$ cat src/rtl/core/pwsa_pkg.sv
// Shared types and constants for the perspective warp source address block.
`default_nettype none
package pwsa_pkg;

  localparam int unsigned CoefW = 48;
  localparam int unsigned PerspW = 32;
  localparam int unsigned CoordW = 11;
  // Numerator width: two 48x12 products plus a 48-bit term.
  localparam int unsigned NumW = 62;
  // Denominator width: two 32x12 products plus a 56-bit term.
  localparam int unsigned DenW = 58;
  localparam int unsigned DefImageWidth = 2048;
  localparam int unsigned DefImageHeight = 2048;

  typedef enum logic [2:0] {
    REG_M00  = 3'd0,
    REG_M01  = 3'd1,
    REG_M02  = 3'd2,
    REG_M10  = 3'd3,
    REG_M11  = 3'd4,
    REG_M12  = 3'd5,
    REG_PERSP = 3'd6,
    REG_M22  = 3'd7
  } cfg_reg_e;

  typedef struct packed {
    logic [CoefW-1:0]  m00;
    logic [CoefW-1:0]  m01;
    logic [CoefW-1:0]  m02;
    logic [CoefW-1:0]  m10;
    logic [CoefW-1:0]  m11;
    logic [CoefW-1:0]  m12;
    logic [PerspW-1:0] px;
    logic [PerspW-1:0] py;
    logic [CoefW-1:0]  m22;
  } coef_t;

  // Per-request control carried down the divider row.
  typedef struct packed {
    logic vld;
    logic ok;
    logic negx;
    logic negy;
  } ctl_t;

endpackage
`default_nettype wire

$ cat src/rtl/core/pwsa_round.sv
// Round to nearest even, range check and result register.
`default_nettype none
module pwsa_round #(
  parameter int unsigned QB = 11,
  parameter int unsigned IMAGE_WIDTH = pwsa_pkg::DefImageWidth,
  parameter int unsigned IMAGE_HEIGHT = pwsa_pkg::DefImageHeight
) (
  input  wire                           clk_i,
  input  wire                           rst_ni,
  input  wire                           adv_i,
  input  wire pwsa_pkg::ctl_t           ctl_i,
  input  wire [pwsa_pkg::DenW-1:0]      b_i,
  input  wire [pwsa_pkg::DenW-1:0]      rem_x_i,
  input  wire [pwsa_pkg::DenW-1:0]      rem_y_i,
  input  wire [QB-1:0]                  q_x_i,
  input  wire [QB-1:0]                  q_y_i,
  output logic                          vld_o,
  output logic [pwsa_pkg::CoordW-1:0]   src_x_o,
  output logic [pwsa_pkg::CoordW-1:0]   src_y_o,
  output logic                          inside_o
);
  localparam int unsigned DW = pwsa_pkg::DenW;
  localparam logic [QB:0] WLim = (QB+1)'(IMAGE_WIDTH);
  localparam logic [QB:0] HLim = (QB+1)'(IMAGE_HEIGHT);

  logic [DW:0] tx, ty, bz;
  logic        upx, upy, ok;
  logic [QB:0] qx, qy;

  assign bz  = {1'b0, b_i};
  assign tx  = {rem_x_i, 1'b0};
  assign ty  = {rem_y_i, 1'b0};
  assign upx = (tx > bz) || ((tx == bz) && q_x_i[0]);
  assign upy = (ty > bz) || ((ty == bz) && q_y_i[0]);
  assign qx  = (QB+1)'(q_x_i) + (QB+1)'(upx);
  assign qy  = (QB+1)'(q_y_i) + (QB+1)'(upy);
  // a negative quotient that rounds to zero is still on the image
  assign ok  = ctl_i.ok && !(ctl_i.negx && (qx != '0)) && !(ctl_i.negy && (qy != '0))
               && (qx < WLim) && (qy < HLim);

  always_ff @(posedge clk_i or negedge rst_ni) begin
    if (!rst_ni) begin
      vld_o <= 1'b0;
    end else if (adv_i) begin
      vld_o <= ctl_i.vld;
    end
  end

  always_ff @(posedge clk_i) begin
    if (adv_i) begin
      src_x_o  <= ok ? pwsa_pkg::CoordW'(qx) : '0;
      src_y_o  <= ok ? pwsa_pkg::CoordW'(qy) : '0;
      inside_o <= ok;
    end
  end

endmodule
`default_nettype wire

$ cat config.mk
export PLATFORM = sky130hd
export DESIGN_NAME = pwsa_round
export DESIGN_NICKNAME = d
export VERILOG_FILES = /design/src/rtl/core/pwsa_pkg.sv /design/src/rtl/core/pwsa_round.sv
export SDC_FILE = /design/constraint.sdc
export NUM_CORES = 1
export LEC_CHECK = 0
export ABC_CLOCK_PERIOD_IN_PS = 800
export BUFFER_PORTS_ARGS = -buffer_cell sky130_fd_sc_hd__buf_2
export CAP_MARGIN = 20
export CORE_MARGIN = 2
export CORE_UTILIZATION = 25
export CTS_CLUSTER_DIAMETER = 60
export DETAILED_ROUTE_END_ITERATION = 12
export GPL_ROUTABILITY_DRIVEN = 0
export GPL_TIMING_DRIVEN = 0
export PLACE_DENSITY_LB_ADDON = 0.05
export SLEW_MARGIN = 20
export SYNTH_ARGS = -nofsm -noshare
export SYNTH_HDL_FRONTEND = slang
export SYNTH_SLANG_ARGS = --single-unit
export TNS_END_PERCENT = 100
$ cat constraint.sdc
create_clock -name clk_i -period 0.8 [get_ports clk_i]
set_input_delay 0.04 -clock clk_i [delete_from_list [all_inputs] [get_ports clk_i]]
set_output_delay 0.04 -clock clk_i [all_outputs]
set_load 0.01 [all_outputs]
==> qor.csv, run 1 <==
stage,metric,value,unit
status,status,"complete, but fails checks",
status,failing checks,negative setup slack,
place,dpl hpwl,12300,µm
drt,DR DRC count,0,
yosys,post-synthesis sequential area ratio,17.0,%
yosys,#FFs+latches synth,24,
place,placed cell area,0.00591,mm²
setup_path,Top Family by Delay on Critical Path,simple AND/OR/NAND/NOR gates,
yosys,"Distinct cells, synth",56,
clocking,Longest Clk Path Bufs,2,
setup_path,CP max stage delay,0.46,ns
timing,highest clock rate,270,MHz
yosys,mapped cell area,0.00421,mm²
clocking,CTS root buffer,clkbuf_16,
timing,Final Hold Vio Count,0,
final_layout,layout cells sized above 1,45.8,%
setup_path,CP Cell Sequence,buf_4 -> inv_6 -> ha_4 -> and3_4 -> nand4_1 -> or4_4 -> or3_4 -> o211ai_1 -> nand3_1 -> ha_4 -> ha_4 -> and3_4 -> and4_4 -> xor2_2 -> a2111o_1 -> a221o_2 -> buf_8 -> nor2b_2,
setup_path,CP arrival,3.82,ns
yosys,synth warn,0,
timing,endpoints failing setup,29,
setup_path,Setup crit end kind,flip-flop,
drt,Avg Vias per Cell,4.72,
timing,Final TNS setup,-64.46,ns
final_layout,final net count,1052,
clocking,clock-pin slew on the worst setup and hold paths,0.06,ns
drt,Final ANT Viol Nets,0,
clocking,cts bufs inserted,3,
final_layout,synth-to-layout area growth,51.8,%
setup_path,startpoint types,primary input,
global_route,total track usage,14.7,%
power_and_ir_drop,leakage,3.09,nW
floorplan,I/O pin total,227,
global_route,vias in the first global route,4510,
timing,Slew @ Worst Pin,0.442,ns
place,Port Buf Inserts,224,
timing,Rel. slew slack,70.5,%
power_and_ir_drop,Design Power,5.32,mW
yosys,area share of the largest cell type after synthesis,35.1,%
yosys,syn_nets,814,
floorplan,Die W,134,µm
drt,DRT iter0 DRCs,83,
yosys,"area leader, netlist",ha_1,
final_layout,n_diodes,0,
setup_path,"Req. time, crit path",0.92,ns
floorplan,DIE HEIGHT,134,µm
timing,Hold WS,0.0124,ns
worst_hold_path,Hold Crit Class,in2reg,
global_route,pin count of the biggest net entering global routing,25,
yosys,asr flop ratio synth,4.17,%
setup_path,critical path's slowest cell,or4_4,
clocking,"Clk Latency, worst-skew pair",0.25,ns
setup_path,Bufs and invs on worst path,3,
floorplan,Initial Utilization,25.4,%
setup_path,Setup CP Type,in2reg,
global_route,first-pass GRT wire length,21500,µm
drt,DR pass1 iterations,6,
power_and_ir_drop,PwrDens,833,mW/mm²
place,Placed Instances,937,
yosys,commonest register cell after synthesis,edfxtp_1,
global_route,grt ovf,0,
timing,Final WS setup,-2.90,ns
yosys,number of synthesized flops with an enable pin,23,
final_layout,most frequent cells in the layout,"buf_2 (219), ha_1 (93), inv_1 (54)",
final_layout,"commonest non-fill, non-tap cell in the layout",buf_2,
floorplan,Rows,47,
place,pre-CTS worst setup slack,-3.32,ns
final_layout,post-route insts no fill,950,
floorplan,die area,0.0179,mm²
clocking,CTS sink cnt,24,
final_layout,Final Core Density,38.6,%
power_and_ir_drop,worst vdd ir,0.666,mV
timing,Pins Over Slew Limit,0,
drt,DRT Wirelength,13700,µm
timing,RSZ-0062 raised after global routing,true,
final_layout,Filler Cell Count,1724,
floorplan,core area,0.0165,mm²
yosys,"Avg Cell Area, Syn",8.53,µm²
flow_run,# Max-Cap Violations,0,
drt,vias after detailed routing,4481,
drt,WL/cell,14.4,µm
final_layout,Final Cell Area,0.00638,mm²
setup_path,crit-path most repeated cell,ha_4,
timing,fin crit share,462,%
setup_path,crit path max fanout,10,
global_route,initial antenna violation count,1,
yosys,Synth Instances,493,
clocking,CTS H-tree lvls,1,
timing,clock skew,0,ns
timing,minimum clock period,3.70,ns
clocking,CTS tree,built,
yosys,Area contributors post-synth,"ha_1 (35%), edfxtp_1 (16%), inv_1 (6.1%)",
## sequential cells by signal (all words and copies together) (netlist names)
register / flops
inside_o: 1
src_x_o: 11
src_y_o: 11
vld_o: 1
## layout make-up
type,instances,area (µm²),area share (%)
multi-input combinational,396,3700,58.0
inverter,69,309,4.84
buffer,4,45.0,0.706
tap,220,275,4.31
sequential,24,716,11.2
clock buffer,4,88.8,1.39
timing repair buffer,233,1240,19.5
## what timing repair did
action                                 CTS  global route
gates resized for setup                  6            53
setup endpoints to repair               37            48
buffers inserted                         3             4
cloned                                   0             1
endpoints found under the hold margin    1             0
pin swaps                                3            14
hold buffers                             1             0
## cells by family after synthesis
family / after synthesis / share of synthesized area [%]
AOI/OAI and AO/OA: 107 / 16.7
DFF: 24 / 17.0
and+or+nand+nor: 153 / 20.4
muxes: 1 / 0.268
adders and majority gates: 118 / 35.1
xor gates and xnor gates: 17 / 3.54
buffers and inverters: 73 / 6.93
## synth_stat cells (2+ instances only)
cell type  count
o21a_1         6
edfxtp_1      23
nand3_1       19
o21ai_1        3
o21bai_1       2
xor2_1        10
or4_1          2
a21o_1        10
nor3_1        10
o211ai_1       6
nor2b_1        5
nor2_1        20
a211o_1        4
and4_1         5
xnor2_1        7
nor2_2        15
nand2_1       24
a31oi_1        3
buf_2          2
nor4_1         7
buf_6          2
a2111oi_0      2
and3_1         5
a221oi_1       3
or4b_1         2
o21ai_0       21
nor4bb_1       2
a211oi_1       8
nand4_1       25
ha_1         118
inv_1         68
a21oi_1       28
or3_1          2
nand4b_1       2
## worst paths after layout
path / startpoint / cells after the start / slack, ns / to
setup / recovery: b_i[42] / 18 / -2.90 / src_y_o[3]$_SDFFCE_PN0P_
hold / removal: ctl_i[3] / 2 / 0.01 / vld_o$_DFFE_PN0P_
setup reg to reg: vld_o$_DFFE_PN0P_ / 1 / 0.07 / vld_o$_DFFE_PN0P_
hold reg to reg: vld_o$_DFFE_PN0P_ / 1 / 0.50 / vld_o$_DFFE_PN0P_
max in group asynchronous: rst_ni / 2 / 0.63 / vld_o$_DFFE_PN0P_
min in group asynchronous: rst_ni / 2 / 0.09 / vld_o$_DFFE_PN0P_
## where the power goes
part | switching [mW] | internal (mW) | leakage (nW)
logic | 1.36 | 1.30 | 2.82
registers | 0.0190 | 1.47 | 0.231
clock network | 0.411 | 0.764 | 0.0442
total | 1.79 | 3.53 | 3.09
## routing by layer
layer / global-route usage (%) / part of all wire (%) / routed length [µm]
met1: 19.2 / 45 / 6160
met2: 26.4 / 48 / 6560
met3: 2.09 / 6.3 / 861
met4: 1.65 / 0.74 / 101
met5: 0 / 0.095 / 13
Power figures use the tool's default switching activity.
==> inputs of run 2 (changes only) <==
ABC_CLOCK_PERIOD_IN_PS = 4200   (was 800)
CORE_UTILIZATION = 47   (was 25)
REMOVE_ABC_BUFFERS = 1   (was default)
clock period = 4.2 ns   (was 0.8 ns; I/O delays follow)
==> qor.csv, run 2 (synthesized netlist as in run 1, its figures left out) <==
stage,metric,value,unit
drt,Avg Vias per Cell,5.45,
final_layout,"commonest non-fill, non-tap cell in the layout",buf_2,
floorplan,DIE HEIGHT,98.6,µm
setup_path,CP arrival,4.11,ns
final_layout,layout cells sized above 1,36.2,%
timing,Rel. slew slack,50.4,%
floorplan,Initial Utilization,48.5,%
setup_path,"Req. time, crit path",4.33,ns
final_layout,Final Cell Area,0.00559,mm²
power_and_ir_drop,worst vdd ir,0.127,mV
floorplan,I/O pin total,227,
floorplan,Rows,34,
final_layout,synth-to-layout area growth,33.0,%
power_and_ir_drop,switching pwr,301,µW
global_route,grt ovf,0,
global_route,total track usage,24.3,%
global_route,pin count of the biggest net entering global routing,25,
power_and_ir_drop,Int Power,553,µW
place,Placed Instances,823,
power_and_ir_drop,Comb power frac,50.7,%
flow_run,# Max-Cap Violations,0,
power_and_ir_drop,clock network fraction of total power,16.2,%
timing,endpoints failing setup,0,
power_and_ir_drop,Sequential Power Share,33.1,%
floorplan,core area,0.00868,mm²
timing,Pins Over Slew Limit,0,
floorplan,die area,0.00972,mm²
drt,DR DRC count,0,
timing,minimum clock period,3.98,ns
clocking,"Clk Latency, worst-skew pair",0.26,ns
power_and_ir_drop,PwrDens,153,mW/mm²
drt,vias after detailed routing,4531,
clocking,CTS H-tree lvls,1,
place,Port Buf Inserts,226,
final_layout,Filler Cell Count,787,
final_layout,post-route insts no fill,832,
worst_hold_path,Min-Delay Path Depth,2,
power_and_ir_drop,Sw Share,35.3,%
timing,Final Hold Vio Count,0,
final_layout,n_diodes,0,
timing,Hold WS,0.180,ns
place,dpl hpwl,10900,µm
worst_hold_path,Hold Crit Class,in2reg,
final_layout,most frequent cells in the layout,"buf_2 (226), ha_1 (116), inv_1 (68)",
setup_path,crit path max fanout,7,
floorplan,Die W,98.6,µm
final_layout,final net count,1046,
status,status,"complete, no violations",
clocking,cts bufs inserted,3,
drt,WL/cell,14.8,µm
place,placed cell area,0.00544,mm²
timing,highest clock rate,251,MHz
final_layout,top flop regs,"src_x_o (11), src_y_o (11)",
timing,fin crit share,94.9,%
global_route,first-pass GRT wire length,19600,µm
setup_path,Setup crit end kind,flip-flop,
global_route,initial antenna violation count,0,
clocking,CTS root buffer,clkbuf_8,
clocking,CTS sink cnt,24,
drt,DR pass1 iterations,4,
setup_path,startpoint types,primary input,
drt,DRT iter0 DRCs,94,
timing,Slew @ Worst Pin,0.736,ns
timing,RSZ-0062 raised after global routing,false,
clocking,clock-pin slew on the worst setup and hold paths,0.08,ns
setup_path,Setup CP Type,in2reg,
setup_path,r2r worst-path depth,1,
drt,Final ANT Viol Nets,0,
power_and_ir_drop,leakage,2.97,nW
drt,DRT Wirelength,12400,µm
clocking,CTS tree,built,
timing,clock skew,0,ns
global_route,vias in the first global route,4581,
clocking,Longest Clk Path Bufs,2,
run 2: power by group through the flow:
stage,clock network (mW),logic (mW),registers [mW]
after detailed placement,0,0.421,0.289
after floorplan,0,0.223,0.298
final,0.138,0.434,0.283
after CTS,0.139,0.427,0.283
after global placement,0,0.405,0.288
after global routing,0.149,0.496,0.285
run 2: critical path, stage by stage:
cell,delay (ns)
buf_2,0.07
inv_1,0.05
ha_1,0.31
and3_1,0.20
nand4_1,0.17
or4_4,0.48
or3_4,0.39
o211ai_1,0.10
nand3_1,0.16
ha_4,0.22
ha_2,0.22
and3_1,0.17
and4_1,0.21
xor2_1,0.16
a2111o_1,0.39
a221o_2,0.49
nor2_1,0.11
run 2: worst paths after layout:
| path | from | endpoint | slack (ns) |
|---|---|---|---|
| setup / recovery | b_i[42] | src_y_o[10]$_SDFFCE_PN0P_ | 0.22 |
| hold / removal | ctl_i[3] | vld_o$_DFFE_PN0P_ | 0.18 |
| setup reg to reg | vld_o$_DFFE_PN0P_ | vld_o$_DFFE_PN0P_ | 3.46 |
| hold reg to reg | vld_o$_DFFE_PN0P_ | vld_o$_DFFE_PN0P_ | 0.51 |
| max in group asynchronous | rst_ni | vld_o$_DFFE_PN0P_ | 3.87 |
| min in group asynchronous | rst_ni | vld_o$_DFFE_PN0P_ | 0.25 |
run 2: area by class of cell:
type	instances	area [µm²]	area share, %
sequential	24	716	12.8
inverter	69	259	4.63
clock inverter	1	3.75	0.0671
multi-input combinational	399	3290	58.8
clock buffer	3	41.3	0.738
tap	108	135	2.42
timing repair buffer	228	1150	20.5
run 2: routing by layer:
layer / share of wire (%) / vias to the layer above / GRT usage, %
li1: - / 2318 / -
met1: 39 / 2031 / 26.9
met4: 2.2 / 0 / 7.17
met5: 0 / - / 0
met2: 52 / 159 / 46.5
met3: 7.2 / 23 / 4.82
run 2: what timing repair did:
action / CTS / global route
hold buffers: 1 / 0
gates resized for setup: 4 / 6
pin swaps: 2 / 7
endpoints found under the hold margin: 1 / 0
setup buffers: 0 / 1
gates cloned: 1 / 2
endpoints found under the setup margin: 20 / 20
run 2: per-stage QoR:
| stage | total power, mW | util, % | setup WS [ns] | setup TNS (ns) |
|---|---|---|---|---|
| 2_1_floorplan | 0.521 | - | 0.0800 | 0 |
| 3_3_place_gp | 0.693 | 62.7 | -0.486 | -9.16 |
| 3_5_place_dp | 0.710 | 62.7 | -0.554 | -10.29 |
| 4_1_cts | 0.849 | 63.7 | 0.0287 | 0 |
| 5_1_grt | 0.930 | 64.4 | 0.0208 | 0 |
| 6_report | 0.854 | 64.4 | 0.216 | 0 |
==> inputs of run 3 (changes only) <==
PLACE_DENSITY = 0.84   (was default)
PLACE_DENSITY_LB_ADDON = default   (was 0.05)
==> qor.csv, run 3 (synthesized netlist as in run 1, its figures left out) <==
stage,metric,value,unit
floorplan,Die W,98.6,µm
global_route,grt ovf,0,
power_and_ir_drop,worst vdd ir,0.0889,mV
clocking,CTS H-tree lvls,1,
setup_path,"Req. time, crit path",4.33,ns
setup_path,Setup crit end kind,flip-flop,
floorplan,Initial Utilization,48.5,%
floorplan,I/O pin total,227,
clocking,"Clk Latency, worst-skew pair",0.26,ns
global_route,initial antenna violation count,0,
timing,Slew @ Worst Pin,0.696,ns
floorplan,Rows,34,
final_layout,Filler Cell Count,726,
status,status,"complete, no violations",
final_layout,"commonest non-fill, non-tap cell in the layout",buf_2,
timing,minimum clock period,3.94,ns
final_layout,post-route insts no fill,831,
drt,DRT iter0 DRCs,185,
timing,fin crit share,93.8,%
clocking,cts bufs inserted,3,
drt,DR pass1 iterations,4,
clocking,CTS sink cnt,24,
power_and_ir_drop,Design Power,867,µW
final_layout,n_diodes,0,
clocking,Longest Clk Path Bufs,2,
worst_hold_path,Hold Crit Class,in2reg,
drt,DRT Wirelength,13200,µm
clocking,clock-pin slew on the worst setup and hold paths,0.08,ns
clocking,CTS root buffer,clkbuf_8,
setup_path,CP arrival,4.08,ns
timing,Pins Over Slew Limit,0,
global_route,vias in the first global route,4945,
drt,Avg Vias per Cell,5.70,
power_and_ir_drop,leakage,2.97,nW
drt,WL/cell,15.8,µm
place,Port Buf Inserts,226,
floorplan,die area,0.00972,mm²
final_layout,layout cells sized above 1,36.2,%
final_layout,most frequent cells in the layout,"buf_2 (226), ha_1 (116), inv_1 (68)",
setup_path,startpoint types,primary input,
drt,DR DRC count,0,
final_layout,Final Core Density,64.5,%
timing,clock skew,0,ns
floorplan,DIE HEIGHT,98.6,µm
drt,vias after detailed routing,4740,
global_route,first-pass GRT wire length,20800,µm
clocking,post-CTS setup buffer count,0,
setup_path,Setup CP Type,in2reg,
final_layout,final net count,1045,
global_route,total track usage,25.9,%
place,dpl hpwl,11500,µm
power_and_ir_drop,PwrDens,155,mW/mm²
floorplan,core area,0.00868,mm²
place,Placed Instances,823,
flow_run,# Max-Cap Violations,0,
timing,RSZ-0062 raised after global routing,false,
drt,Final ANT Viol Nets,0,
timing,Final Hold Vio Count,0,
setup_path,crit path max fanout,7,
timing,highest clock rate,254,MHz
timing,endpoints failing setup,0,
global_route,pin count of the biggest net entering global routing,25,
timing,Rel. slew slack,53.1,%
final_layout,top flop regs,"src_x_o (11), src_y_o (11)",
final_layout,synth-to-layout area growth,33.0,%
clocking,CTS tree,built,
==> run 3: worst max-delay path, cell delays in order <==
cell and delay [ns]:
buf_2 0.08, inv_1 0.05, ha_1 0.30, and3_1 0.18, nand4_1 0.14, or4_4 0.46
or3_4 0.40, o211ai_1 0.13, nand3_1 0.17, ha_4 0.22, ha_2 0.23, and3_1 0.17
and4_1 0.21, xor2_1 0.15, a2111o_1 0.37, a221o_2 0.47, nor2_2 0.13
==> run 3: repair_timing <==
action | CTS | global route
pin swaps | 2 | 6
hold buffers | 1 | 0
resized for setup | 5 | 8
setup endpoints to repair | 20 | 23
hold endpoints to repair | 1 | 0
gates cloned | 3 | 0
==> run 3: worst paths after layout <==
path | startpoint | end | slack, ns | depth (start not counted)
setup / recovery | b_i[38] | src_y_o[2]$_SDFFCE_PN0P_ | 0.26 | 17
hold / removal | ctl_i[3] | vld_o$_DFFE_PN0P_ | 0.19 | 2
setup reg to reg | vld_o$_DFFE_PN0P_ | vld_o$_DFFE_PN0P_ | 3.45 | 1
hold reg to reg | vld_o$_DFFE_PN0P_ | vld_o$_DFFE_PN0P_ | 0.52 | 1
max in group asynchronous | rst_ni | vld_o$_DFFE_PN0P_ | 3.87 | 2
min in group asynchronous | rst_ni | vld_o$_DFFE_PN0P_ | 0.24 | 2
==> run 3: final cells by class <==
| type | instances | area, µm² | area share (%) |
|---|---|---|---|
| flip-flops and latches | 24 | 716 | 12.8 |
| multi-input cells | 399 | 3300 | 59.0 |
| well taps | 108 | 135 | 2.42 |
| clock buffers | 4 | 45.0 | 0.805 |
| inverters | 69 | 259 | 4.63 |
| repair buffers | 227 | 1140 | 20.4 |
==> run 3: per-layer routing <==
layer	vias to the layer above	wire (µm)	global-route usage (%)
met1	2132	4910	27.2
met2	256	6760	50.3
met3	36	1040	3.76
met5	-	0	0
li1	2316	-	-
met4	0	455	11.6
==> run 3: power by group <==
part | switching [mW] | internal [mW] | leakage (nW)
combinational | 0.236 | 0.211 | 2.72
sequential | 0.00386 | 0.279 | 0.231
clock | 0.0698 | 0.0678 | 0.0228
==> run 3: metrics by stage <==
stage          cell area [µm²]  setup slack [ns]  setup TNS, ns  hold slack, ns
2_1_floorplan             4170            0.0800              0         -0.0856
3_3_place_gp              5440            -0.446          -8.46         -0.0149
3_5_place_dp              5440            -0.538         -10.19         -0.0119
4_1_cts                   5550            0.0223              0           0.201
5_1_grt                   5590           0.00957              0           0.205
6_report                  5590             0.259              0           0.194
