**config.mk**
```make
export PLATFORM = sky130hd
export DESIGN_NAME = pwsa_cell
export DESIGN_NICKNAME = d
export VERILOG_FILES = /design/src/rtl/core/pwsa_pkg.sv /design/src/rtl/core/pwsa_cell.sv
export SDC_FILE = /design/constraint.sdc
export NUM_CORES = 1
export LEC_CHECK = 0
export ABC_AREA = 1
export BUFFER_PORTS_ARGS = -buffer_cell sky130_fd_sc_hd__buf_4
export CORE_MARGIN = 3
export CORE_UTILIZATION = 30
export DETAILED_ROUTE_END_ITERATION = 6
export SLEW_MARGIN = 20
export SYNTH_ARGS = -nofsm -noshare
export SYNTH_HDL_FRONTEND = slang
export SYNTH_SLANG_ARGS = --single-unit
export TNS_END_PERCENT = 1
```
**constraint.sdc**
```tcl
create_clock -name clk_i -period 0.9 [get_ports clk_i]
set_clock_uncertainty 0.1 [all_clocks]
set_input_delay 0.09 -clock clk_i [delete_from_list [all_inputs] [get_ports clk_i]]
set_output_delay 0.09 -clock clk_i [all_outputs]
set_load 0.1 [all_outputs]
```
**src/rtl/core/pwsa_pkg.sv**
```systemverilog
// Shared types and constants for the perspective warp source address block.
`default_nettype none
package pwsa_pkg;

  localparam int unsigned CoefW = 48;
  localparam int unsigned PerspW = 32;
  localparam int unsigned CoordW = 11;
  // Numerator width: two 48x12 products plus a 48-bit term.
  localparam int unsigned NumW = 62;
  // Denominator width: two 32x12 products plus a 56-bit term.
  localparam int unsigned DenW = 58;
  localparam int unsigned DefImageWidth = 2048;
  localparam int unsigned DefImageHeight = 2048;

  typedef enum logic [2:0] {
    REG_M00  = 3'd0,
    REG_M01  = 3'd1,
    REG_M02  = 3'd2,
    REG_M10  = 3'd3,
    REG_M11  = 3'd4,
    REG_M12  = 3'd5,
    REG_PERSP = 3'd6,
    REG_M22  = 3'd7
  } cfg_reg_e;

  typedef struct packed {
    logic [CoefW-1:0]  m00;
    logic [CoefW-1:0]  m01;
    logic [CoefW-1:0]  m02;
    logic [CoefW-1:0]  m10;
    logic [CoefW-1:0]  m11;
    logic [CoefW-1:0]  m12;
    logic [PerspW-1:0] px;
    logic [PerspW-1:0] py;
    logic [CoefW-1:0]  m22;
  } coef_t;

  // Per-request control carried down the divider row.
  typedef struct packed {
    logic vld;
    logic ok;
    logic negx;
    logic negy;
  } ctl_t;

endpackage
`default_nettype wire

```
**src/rtl/core/pwsa_cell.sv**
```systemverilog
// One restoring-division cell: one quotient bit for each of the two lanes.
`default_nettype none
module pwsa_cell #(
  parameter int unsigned QB = 11
) (
  input  wire                        clk_i,
  input  wire                        rst_ni,
  input  wire                        adv_i,
  input  wire pwsa_pkg::ctl_t        ctl_i,
  input  wire [pwsa_pkg::DenW-1:0]   b_i,
  input  wire [pwsa_pkg::DenW-1:0]   rem_x_i,
  input  wire [pwsa_pkg::DenW-1:0]   rem_y_i,
  input  wire [QB-1:0]               bits_x_i,
  input  wire [QB-1:0]               bits_y_i,
  input  wire [QB-1:0]               q_x_i,
  input  wire [QB-1:0]               q_y_i,
  output pwsa_pkg::ctl_t             ctl_o,
  output logic [pwsa_pkg::DenW-1:0]  b_o,
  output logic [pwsa_pkg::DenW-1:0]  rem_x_o,
  output logic [pwsa_pkg::DenW-1:0]  rem_y_o,
  output logic [QB-1:0]              bits_x_o,
  output logic [QB-1:0]              bits_y_o,
  output logic [QB-1:0]              q_x_o,
  output logic [QB-1:0]              q_y_o
);
  localparam int unsigned DW = pwsa_pkg::DenW;

  logic [DW:0]    rx, ry, bz;
  logic           gex, gey;
  pwsa_pkg::ctl_t ctl_q;

  assign bz  = {1'b0, b_i};
  assign rx  = {rem_x_i, bits_x_i[QB-1]};
  assign ry  = {rem_y_i, bits_y_i[QB-1]};
  assign gex = rx >= bz;
  assign gey = ry >= bz;

  always_ff @(posedge clk_i or negedge rst_ni) begin
    if (!rst_ni) begin
      ctl_q <= '0;
    end else if (adv_i) begin
      ctl_q <= ctl_i;
    end
  end

  always_ff @(posedge clk_i) begin
    if (adv_i) begin
      b_o      <= b_i;
      rem_x_o  <= gex ? DW'(rx - bz) : rx[DW-1:0];
      rem_y_o  <= gey ? DW'(ry - bz) : ry[DW-1:0];
      bits_x_o <= bits_x_i << 1;
      bits_y_o <= bits_y_i << 1;
      q_x_o    <= (q_x_i << 1) | QB'(gex);
      q_y_o    <= (q_y_i << 1) | QB'(gey);
    end
  end

  assign ctl_o = ctl_q;

  // Partial remainder stays below the divisor on a live request.
  assert property (@(posedge clk_i) disable iff (!rst_ni)
    ctl_q.vld && ctl_q.ok |-> (rem_x_o < b_o) && (rem_y_o < b_o))
    else $error("pwsa_cell: remainder not below divisor");

endmodule
`default_nettype wire

```
==> results of run 1 <==
==> where the power goes <==
group	internal, mW	total, mW	switching [mW]
logic	9.82	27.8	18.0
registers	12.8	13.5	0.651
clock network	5.31	9.95	4.64
total	28.0	51.2	23.3
==> final cells by class <==
class / count / area share, %
clock buffers: 32 / 1.89
clock inverters: 16 / 0.274
inverters: 686 / 7.45
multi-input cells: 2087 / 35.0
flip-flops and latches: 220 / 18.5
well taps: 855 / 3.01
repair buffers: 1300 / 33.9
==> repair_timing <==
action | CTS | global route
hold buffers | 213 | 8
hold endpoints to repair | 360 | 90
gates resized for setup | 374 | 261
pin swaps | 23 | 86
endpoints found under the setup margin | 338 | 340
gates cloned | 7 | 17
setup buffers | 10 | 20
==> logic make-up (layout without fill, tap and decap cells) <==
kind of cell,after synthesis,in the layout,share of synthesized area [%]
compound gates,77,77,2.02
xor+xnor,58,58,2.59
fa+ha+maj,118,118,7.61
buf+inv,724,2034,14.7
flops,220,220,33.6
mux,4,4,0.230
other cells,1,2,0.0191
simple gates,1824,1828,39.3
==> through the flow <==
stage               cell area (sq um)  TNS (ns)  instances  worst slack, ns
finish                          35600   -236.92       5196            -1.06
global route                    35600   -255.89       5196            -1.08
CTS                             33800   -214.78       5151           -0.953
detailed placement              29300   -208.63       4873            -1.75
global placement                29300   -206.57       4873            -1.72
floorplan                       20400   -165.56       3027            -1.06
==> worst max-delay path by stage <==
| stage | startpoint | end | slack, ns | depth (start not counted) |
|---|---|---|---|---|
| after floorplan | b_i[47] | rem_x_o[10] | -1.06 | 14 |
| after global placement | b_i[6] | rem_x_o[54] | -1.72 | 17 |
| after detailed placement | b_i[6] | rem_x_o[54] | -1.75 | 17 |
| after CTS | b_i[4] | rem_y_o[44] | -0.95 | 16 |
| after global routing | b_i[2] | rem_x_o[45] | -1.08 | 16 |
| final | b_i[2] | rem_x_o[29] | -1.06 | 16 |
==> sequential cells by signal, summed over array words and instances, names as in the netlist <==
name / flops
q_y_o: 11
rem_x_o: 58
b_o: 58
rem_y_o: 58
ctl_o: 4
q_x_o: 11
bits_y_o: 10
bits_x_o: 10
==> Yosys cell counts (all sizes together), types with 7 or more instances <==
library cell  count  area share [%]
nand4            39             1.2
nor3             29            0.79
nor2            216             4.4
a21oi            59             1.5
xor2             55             2.5
clkbuf            7            0.13
ha              116             7.4
nand3           273             8.1
nand2          1235              24
o21ai            14            0.36
and2             22            0.70
buf              31             1.4
edfxtp          216              33
inv             686              13
==> layer usage <==
layer | wire [um] | part of all wire [%] | global-route usage [%]
met1 | 39900 | 41 | 32.9
met2 | 46500 | 48 | 45.6
met3 | 6270 | 6.4 | 4.55
met4 | 4540 | 4.7 | 11.1
met5 | 57 | 0.059 | 0
==> metrics.log, run 1 <==
INFO  metric worstSetupPathType = in2reg
INFO  metric htreeDepth = 1
INFO  metric ff2ff_path_depth = 1
INFO  metric grt.overflow.total = 0
INFO  metric drt_pre_antenna_iters = 5
INFO  metric endpoint_kind = flop
INFO  metric utilization = 55.1%
INFO  metric path_delay_family = simple AND/OR/NAND/NOR gates
INFO  metric route.detailed.wl_per_inst = 18.7 um
INFO  metric global_route.usage.total = 26.6%
INFO  metric crit_arrival = 2.30 ns
INFO  metric clock_sinks = 220
INFO  metric setup_viol = 382
INFO  metric grt_pass1_vias = 23.3k
INFO  metric insertedDiodeCount = 0
INFO  metric cp_max_fo = 5
INFO  metric whs = -0.149 ns
INFO  metric remaining_antenna_violation_count_after_routing = 0
INFO  metric async_flop_share = 1.82%
INFO  metric synth_area_per_cell = 6.48 sq um
INFO  metric regToRegSetupSlack = 0 ns
INFO  metric route.detailed.vias_per_inst = 4.56
INFO  metric cts_buffer_depth = 3
INFO  metric worstHoldPathType = in2reg
INFO  metric power_leakage = 18.3 nW
INFO  metric clk_pin_slew_worst_paths = 0.06 ns
INFO  metric worstMarginPinSlew = 0.672 ns
INFO  metric critical-path-slowest-cell = ha_4
INFO  metric hpwlAfterDp = 76100 um
INFO  metric unrepaired_setup_endpoints_after_global_routing = yes
INFO  metric antenna_found_initial = 4
INFO  metric die_area = 68500 sq um
INFO  metric worstPathCellList = buf_4 > inv_1 > buf_4 > ha_4 > buf_4 > nand2_1 > nor2_1 > nand2_1 > nand3_1 > nand3_1 > nand2_1 > nand2_1 > nand2_1 > xor2_2 > nand2_1 > nand2_1
INFO  metric number_of_flops_mapped_to_enable_cells_by_yosys = 216
INFO  metric grt_max_degree = 30
INFO  metric start_util = 30.4%
INFO  metric num-nets-final = 4664
INFO  metric chipHeight = 262 um
INFO  metric synth_cell_type_count = 35
INFO  metric layout_commonest_cell = nand2_1
INFO  metric setup_crit_start_kind = input pin
INFO  metric crit_path_frequent_cell = nand2_1
INFO  metric min_delay_path_depth = 2
INFO  metric floorplan.io_pins = 447
INFO  metric synth_warnings = 0
INFO  metric die_w = 262 um
INFO  metric hold_viol = 69
INFO  metric outcome = finished with violations
INFO  metric cts_inserted_buffers = 26
INFO  metric total_power = 51.2 mW
INFO  metric worstPathRequired = 1.24 ns
INFO  metric postRouteWirelength = 97300 um
INFO  metric cp.buffers_inverters = 4
INFO  metric core_box_area = 64600 sq um
INFO  metric layout-drive-gt1-share = 36.7%
INFO  metric drt_iter0_drc = 1740
INFO  metric final_critical_path_setup_slack = -1.06 ns
INFO  metric timing.rr.start = ctl_o[1]
INFO  metric timing.hold.worst.start = adv_i
INFO  metric hold_end = rem_y_o[52]
INFO  metric timing.critical_path.slowest_cell_delay = 0.30 ns
INFO  metric buffer_ports.inserted = 442
INFO  metric core.rowCount = 93
INFO  metric yosys_register_bits = 220
INFO  metric drv_slew = 0
INFO  metric area_taken_by_flip_flops_and_latches = 6590 sq um
INFO  metric synth_area = 19600 sq um
INFO  metric yosysSeqAreaShare = 33.6%
INFO  metric area_growth_syn_to_layout = 81.4%
INFO  metric top_flip_flop_cell_by_instance_count_after_synthesis = edfxtp_1
INFO  metric grt_pass1_wl = 136000 um
INFO  metric share_of_the_clock_period_used_by_the_worst_path_after_layout = 217%
INFO  metric pwr_density_cell = 1440 nW/um^2
INFO  metric worst_r2r_endpoint = ctl_o[1]
INFO  metric max_clock_freq = 511 MHz
INFO  metric timing.slew.headroom = 55.0%
INFO  metric fin_crit = 1.96 ns
INFO  metric netlist_instances = 3026
INFO  metric fillers = 6141
INFO  metric maxCapViolations = 0
INFO  metric place.gp.congestion = 0.982
INFO  metric num_vias = 23.7k
INFO  metric clk_tree_root_cell = clkbuf_16
INFO  metric vdd.ir_drop.worst = 1730 uV
INFO  metric layout_common_cells = 1120 x nand2_1, 785 x buf_4, 634 x inv_1
INFO  metric cts_tree = built
INFO  metric failed_checks = hold timing, setup timing
INFO  metric multi_input_area = 12400 sq um
INFO  metric drt_drc_violations_left = 0
INFO  metric worst_skew_pair.late_latency = 0.58 ns
(Power assumes the default switching activity.)
==> inputs of run 2 (changes only) <==
BUFFER_PORTS_ARGS = unset   (was -buffer_cell sky130_fd_sc_hd__buf_4)
DONT_BUFFER_PORTS = 1   (was unset)
==> metrics.log, run 2 (synthesis results as in run 1) <==
INFO  metric endpoint_kind = flop (unchanged)
INFO  metric num-nets-final = 4281 (was 4664)
INFO  metric route.detailed.vias_per_inst = 4.63 (was 4.56)
INFO  metric die_area = 68500 sq um (unchanged)
INFO  metric maxCapViolations = 0 (unchanged)
INFO  metric met3RoutedLength = 6460 um (was 6270 um)
INFO  metric unrepaired_setup_endpoints_after_global_routing = yes (unchanged)
INFO  metric largest_registers = b_o x58, rem_x_o x58, rem_y_o x58 (unchanged)
INFO  metric worstSetupPathType = in2reg (unchanged)
INFO  metric place.gp.congestion = 1.04 (was 0.982)
INFO  metric hold_end = b_o[57] (was rem_y_o[52])
INFO  metric worst_r2r_endpoint = ctl_o[0] (was ctl_o[1])
INFO  metric vdd.ir_drop.worst = 1310 uV (was 1730 uV)
INFO  metric clk_tree_root_cell = clkbuf_16 (unchanged)
INFO  metric cts_buffer_depth = 3 (unchanged)
INFO  metric cts_tree = built (unchanged)
INFO  metric worst_skew_pair.late_latency = 0.56 ns (was 0.58 ns)
INFO  metric cp_max_fo = 9 (was 5)
INFO  metric drt_drc_violations_left = 0 (unchanged)
INFO  metric failed_checks = hold timing, setup timing (unchanged)
INFO  metric timing.rr.start = ctl_o[0] (was ctl_o[1])
INFO  metric remaining_antenna_violation_count_after_routing = 0 (unchanged)
INFO  metric final_critical_path_setup_slack = -0.956 ns (was -1.06 ns)
INFO  metric share_of_the_clock_period_used_by_the_worst_path_after_layout = 206% (was 217%)
INFO  metric global_route.usage.total = 25.5% (was 26.6%)
INFO  metric power_leakage = 17.0 nW (was 18.3 nW)
INFO  metric pwr_density_cell = 1580 nW/um^2 (was 1440 nW/um^2)
INFO  metric layout_common_cells = 1164 x nand2_1, 631 x inv_1, 475 x buf_4 (was 1120 x nand2_1, 785 x buf_4, 634 x inv_1)
INFO  metric worstHoldPathType = in2reg (unchanged)
INFO  metric buffer_ports.inserted = 0 (was 442)
INFO  metric clock_sinks = 220 (unchanged)
INFO  metric grt_pass1_wl = 130000 um (was 136000 um)
INFO  metric whs = -0.479 ns (was -0.149 ns)
INFO  metric antenna_found_initial = 4 (unchanged)
INFO  metric routed.top_layer = met5 (unchanged)
INFO  metric ff2ff_path_depth = 1 (unchanged)
INFO  metric dpl.cell_count = 4543 (was 4873)
INFO  metric hold_viol = 272 (was 69)
INFO  metric hpwlAfterDp = 73200 um (was 76100 um)
INFO  metric outcome = finished with violations (unchanged)
INFO  metric grt.overflow.total = 0 (unchanged)
INFO  metric area_growth_syn_to_layout = 73.4% (was 81.4%)
INFO  metric detailroute.wirelength.met2 = 45200 um (was 46500 um)
INFO  metric drt_iter0_drc = 1723 (was 1740)
INFO  metric route.detailed.wl_per_inst = 19.4 um (was 18.7 um)
INFO  metric htreeDepth = 1 (unchanged)
INFO  metric setup_crit_start_kind = input pin (unchanged)
INFO  metric min_delay_path_depth = 0 (was 2)
INFO  metric drt-met1-wl = 37300 um (was 39900 um)
INFO  metric core.rowCount = 93 (unchanged)
INFO  metric core_box_area = 64600 sq um (unchanged)
INFO  metric clk_pin_slew_worst_paths = 0.06 ns (about the same)
INFO  metric drt_pre_antenna_iters = 5 (unchanged)
INFO  metric chipHeight = 262 um (unchanged)
INFO  metric max_clock_freq = 539 MHz (was 511 MHz)
INFO  metric die_w = 262 um (unchanged)
INFO  metric start_util = 30.4% (unchanged)
INFO  metric floorplan.io_pins = 447 (unchanged)
INFO  metric cts_inserted_buffers = 27 (was 26)
INFO  metric worstPathRequired = 1.11 ns (was 1.24 ns)
INFO  metric regToRegSetupSlack = 0.01 ns (was 0 ns)
INFO  metric timing.setup.tns = -207.98 ns (was -236.92 ns)
INFO  metric layout_commonest_cell = nand2_1 (unchanged)
INFO  metric layout-drive-gt1-share = 29.8% (was 36.7%)
INFO  metric final-instance-count-excl-fill = 4815 (was 5196)
INFO  metric setup_viol = 338 (was 382)
INFO  metric postRouteWirelength = 93400 um (was 97300 um)
INFO  metric crit_arrival = 2.06 ns (was 2.30 ns)
INFO  metric fin_crit = 1.86 ns (was 1.96 ns)
INFO  metric num_vias = 22.3k (was 23.7k)
INFO  metric drv_slew = 0 (unchanged)
INFO  metric grt_pass1_vias = 21.6k (was 23.3k)
INFO  metric grt_max_degree = 221 (was 30)
INFO  metric timing.hold.worst.start = b_i[57] (was adv_i)
[run 2: timing repair]
action                                 4_1_cts  5_1_grt
pin swaps                                   20       45
endpoints found under the hold margin      438      290
setup endpoints to repair                  338      340
resized for setup                          153      132
cloned                                       3       15
setup buffers                                4       12
hold buffers                               157       30
[run 2: cell type report]
class	instances	area (sq um)
Antenna cell	2	5.00
Clock buffer	28	679
Clock inverter	21	290
Fill cell	6085	30600
Inverter	686	2680
Multi-Input combinational cell	2083	12000
Sequential cell	220	6590
Tap cell	855	1070
Timing Repair Buffer	920	10700
[run 2: where the power goes]
part           leakage, nW  internal (mW)  switching [mW]
Clock                0.468           7.47            4.79
Sequential            2.16           12.9            1.07
Combinational         14.3           10.7            16.8
[run 2: stage by stage]
step                setup slack (ns)  instance area [sq um]  hold slack [ns]  util (%)  power [mW]
floorplan                      -1.06                  20400           -0.306         -        28.8
global placement               -1.58                  29400           -0.305      45.5        39.6
detailed placement             -1.58                  29400           -0.305      45.5        39.7
CTS                           -0.818                  32600           -0.510      50.5        53.2
global route                  -0.992                  34000           -0.512      52.6        55.9
finish                        -0.956                  34000           -0.479      52.6        53.7
[run 2: worst max-delay path by stage]
stage                        to  slack (ns)    start  cells past startpoint
floorplan           rem_x_o[10]       -1.06  b_i[47]                     14
global placement    rem_y_o[44]       -1.58  b_i[26]                     17
detailed placement  rem_y_o[44]       -1.58   b_i[9]                     13
CTS                  rem_x_o[0]       -0.82  b_i[53]                     11
global route         rem_x_o[0]       -0.99   b_i[4]                     15
finish               rem_x_o[2]       -0.96  b_i[26]                     16
[run 2: critical path: stages]
cell and delay [ns]:
clkinvlp_4 0.22, ha_4 0.35, nand2_2 0.11, inv_1 0.05, nand2_1 0.06, nand2_1 0.08
inv_1 0.07, nand2_2 0.07, a21oi_1 0.12, nand2_1 0.14, nand2_2 0.12, nand3_4 0.11
buf_12 0.18, buf_12 0.15, nand3_1 0.08, nand2_1 0.06
[run 2: per-layer routing]
layer  track usage, %  vias to the layer above
met4             9.45                        6
met2             44.8                      747
met3             3.89                      192
li1                 -                    11108
met5                0                        -
met1             31.5                    10234
==> inputs of run 3 (changes only) <==
GPL_TIMING_DRIVEN = 0   (was unset)
RECOVER_POWER = 25   (was unset)
==> metrics.log, run 3 (synthesis results as in run 1) <==
INFO  metric outcome = finished with violations (unchanged)
INFO  metric failed_checks = hold timing, setup timing (unchanged)
INFO  metric min_delay_path_depth = 0 (unchanged)
INFO  metric setup_viol = 342 (was 338)
INFO  metric share_of_the_clock_period_used_by_the_worst_path_after_layout = 215% (was 206%)
INFO  metric timing.slew.headroom = 26.3%
INFO  metric hold_end = b_o[0] (was b_o[57])
INFO  metric path_delay_family = simple AND/OR/NAND/NOR gates (unchanged)
INFO  metric endpoint_kind = flop (unchanged)
INFO  metric clock_sinks = 220 (unchanged)
INFO  metric ff2ff_path_depth = 1 (unchanged)
INFO  metric worstMarginPinSlew = 1.11 ns
INFO  metric critical-path-slowest-cell = ha_4 (unchanged)
INFO  metric hold_viol = 307 (was 272)
INFO  metric layout_commonest_cell = nand2_1 (unchanged)
INFO  metric cp_max_fo = 7 (was 9)
INFO  metric final_critical_path_setup_slack = -1.04 ns (was -0.956 ns)
INFO  metric timing.rr.start = ctl_o[0] (unchanged)
INFO  metric buffer_ports.inserted = 0 (unchanged)
INFO  metric core_box_area = 64600 sq um (unchanged)
INFO  metric clk_tree_root_cell = clkbuf_16 (unchanged)
INFO  metric global_route.usage.total = 23.7% (was 25.5%)
INFO  metric timing.critical_path.slowest_cell_delay = 0.36 ns (was 0.35 ns)
INFO  metric hpwlAfterDp = 69900 um (was 73200 um)
INFO  metric unrepaired_setup_endpoints_after_global_routing = yes (unchanged)
INFO  metric layout_common_cells = 1160 x nand2_1, 623 x inv_1, 216 x edfxtp_1 (was 1164 x nand2_1, 631 x inv_1, 475 x buf_4)
INFO  metric largest_registers = b_o x58, rem_x_o x58, rem_y_o x58 (unchanged)
INFO  metric clk_pin_slew_worst_paths = 0.06 ns (about the same)
INFO  metric place.gp.congestion = 0.980 (was 1.04)
INFO  metric grt_pass1_vias = 18.8k (was 21.6k)
INFO  metric cp.buffers_inverters = 4 (was 5)
INFO  metric chipHeight = 262 um (unchanged)
INFO  metric cts_tree = built (unchanged)
INFO  metric num-nets-final = 3593 (was 4281)
INFO  metric remaining_antenna_violation_count_after_routing = 0 (unchanged)
INFO  metric floorplan.io_pins = 447 (unchanged)
INFO  metric grt.overflow.total = 0 (unchanged)
INFO  metric whs = -0.470 ns (was -0.479 ns)
INFO  metric start_util = 30.4% (unchanged)
INFO  metric grt_max_degree = 221 (unchanged)
INFO  metric timing.setup.tns = -286.48 ns (was -207.98 ns)
INFO  metric drt_iter0_drc = 1601 (was 1723)
INFO  metric worst_r2r_endpoint = ctl_o[0] (unchanged)
INFO  metric worstSetupPathType = in2reg (unchanged)
INFO  metric crit_arrival = 2.14 ns (was 2.06 ns)
INFO  metric core.rowCount = 93 (unchanged)
INFO  metric grt_pass1_wl = 118000 um (was 130000 um)
INFO  metric die_w = 262 um (unchanged)
INFO  metric pre_cts_slack = -1.99 ns (was -1.58 ns)
INFO  metric vdd.ir_drop.worst = 1270 uV (was 1310 uV)
INFO  metric postRouteWirelength = 85400 um (was 93400 um)
INFO  metric worstPathRequired = 1.10 ns (was 1.11 ns)
INFO  metric worstPathCellList = clkinvlp_4 > ha_4 > nand2_1 > nor2_2 > inv_2 > nor2_4 > nand2_2 > nor2_1 > nand2_1 > nand3_2 > nand2_4 > buf_12 > clkbuf_16 > nand3_2 > nand2_2 (was clkinvlp_4 > ha_4 > nand2_2 > inv_1 > nand2_1 > nand2_1 > inv_1 > nand2_2 > a21oi_1 > nand2_1 > nand2_2 > nand3_4 > buf_12 > buf_12 > nand3_1 > nand2_1)
INFO  metric route.detailed.vias_per_inst = 4.68 (was 4.63)
INFO  metric num_vias = 19.3k (was 22.3k)
INFO  metric fin_crit = 1.94 ns (was 1.86 ns)
INFO  metric timing.hold.worst.start = b_i[0] (was b_i[57])
INFO  metric die_area = 68500 sq um (unchanged)
INFO  metric cts_inserted_buffers = 26 (was 27)
INFO  metric worst_skew_pair.late_latency = 0.56 ns (about the same)
INFO  metric max_clock_freq = 516 MHz (was 539 MHz)
INFO  metric antenna_found_initial = 4 (unchanged)
INFO  metric placement.cell_area = 21500 sq um (was 29400 sq um)
INFO  metric insertedDiodeCount = 0 (was 2)
INFO  metric cts_buffer_depth = 3 (unchanged)
INFO  metric regToRegSetupSlack = -0.25 ns (was 0.01 ns)
INFO  metric setup_crit_start_kind = input pin (unchanged)
INFO  metric layout-drive-gt1-share = 17.1% (was 29.8%)
INFO  metric power_leakage = 12.5 nW (was 17.0 nW)
INFO  metric maxCapViolations = 0 (unchanged)
INFO  metric area_growth_syn_to_layout = 31.9% (was 73.4%)
INFO  metric post_layout_inst_area = 25900 sq um (was 34000 sq um)
INFO  metric drv_slew = 0 (unchanged)
INFO  metric drt_pre_antenna_iters = 5 (unchanged)
INFO  metric pwr_density_cell = 1750 nW/um^2 (was 1580 nW/um^2)
INFO  metric htreeDepth = 1 (unchanged)
INFO  metric worstHoldPathType = in2reg (unchanged)
INFO  metric drt_drc_violations_left = 0 (unchanged)
INFO  metric route.detailed.wl_per_inst = 20.7 um (was 19.4 um)
## run 3: cell types whose count changed in the layout (fill, tap and decap cells not counted), sizes merged
cell | before | now
clkinv | 10 | 9
bufbuf | 0 | 1
inv | 658 | 644
clkinvlp | 32 | 43
clkbuf | 39 | 40
bufinv | 7 | 5
dlygate4sd3 | 187 | 143
diode | 2 | 0
buf | 722 | 82
## run 3: stage by stage
step | cells | utilization (%) | total power, mW | hold slack, ns
floorplan | 3027 | - | 28.8 | -0.306
global placement | 3882 | 33.3 | 32.0 | -0.305
detailed placement | 3882 | 33.3 | 32.0 | -0.305
CTS | 4085 | 38.2 | 44.8 | -0.513
global route | 4125 | 40.0 | 47.2 | -0.510
finish | 4125 | 40.0 | 45.2 | -0.470
## run 3: cell type report
cell class	instances	area (sq um)
clock inverters	15	211
multi-input cells	2083	12100
flip-flops and latches	220	6600
repair buffers	195	1920
inverters	686	2740
clock buffers	33	698
well taps	855	1070
fillers	6845	38700
plain buffers	38	483
## run 3: worst max path at each step
stage | start | to | slack (ns) | cells after the start
6_report | b_i[30] | rem_y_o[1] | -1.04 | 15
4_1_cts | b_o[2] | b_o[2] | -0.96 | 0
3_3_place_gp | b_i[26] | rem_y_o[0] | -2.01 | 14
3_5_place_dp | b_i[26] | rem_y_o[0] | -1.99 | 14
2_1_floorplan | b_i[47] | rem_x_o[10] | -1.06 | 14
5_1_grt | b_i[26] | rem_y_o[1] | -1.07 | 15
## run 3: what timing repair did
item                                    4_1_cts  5_1_grt
pin swaps                                    39       71
setup buffers                                31       18
hold buffers                                123       20
endpoints found under the setup margin      342      342
hold endpoints to repair                    438      322
resized for setup                           189      174
cloned                                        1        2
## run 3: power breakdown
group          internal [mW]  switching, mW  total (mW)
Clock                   6.92           4.52        11.4
Sequential              12.9           9.22        22.2
Combinational           4.43           7.16        11.6
Total                   24.3           20.9        45.2
## run 3: per-layer routing
metal  up-vias  wire length (um)  share of wire [%]  global-route usage (%)
met2       581             41500                 49                    42.0
met5         -                33              0.039                       0
li1       9728                 -                  -                       -
met4         4              3260                3.8                    8.16
met1      8854             35000                 41                    28.7
met3       121              5610                6.6                    4.40
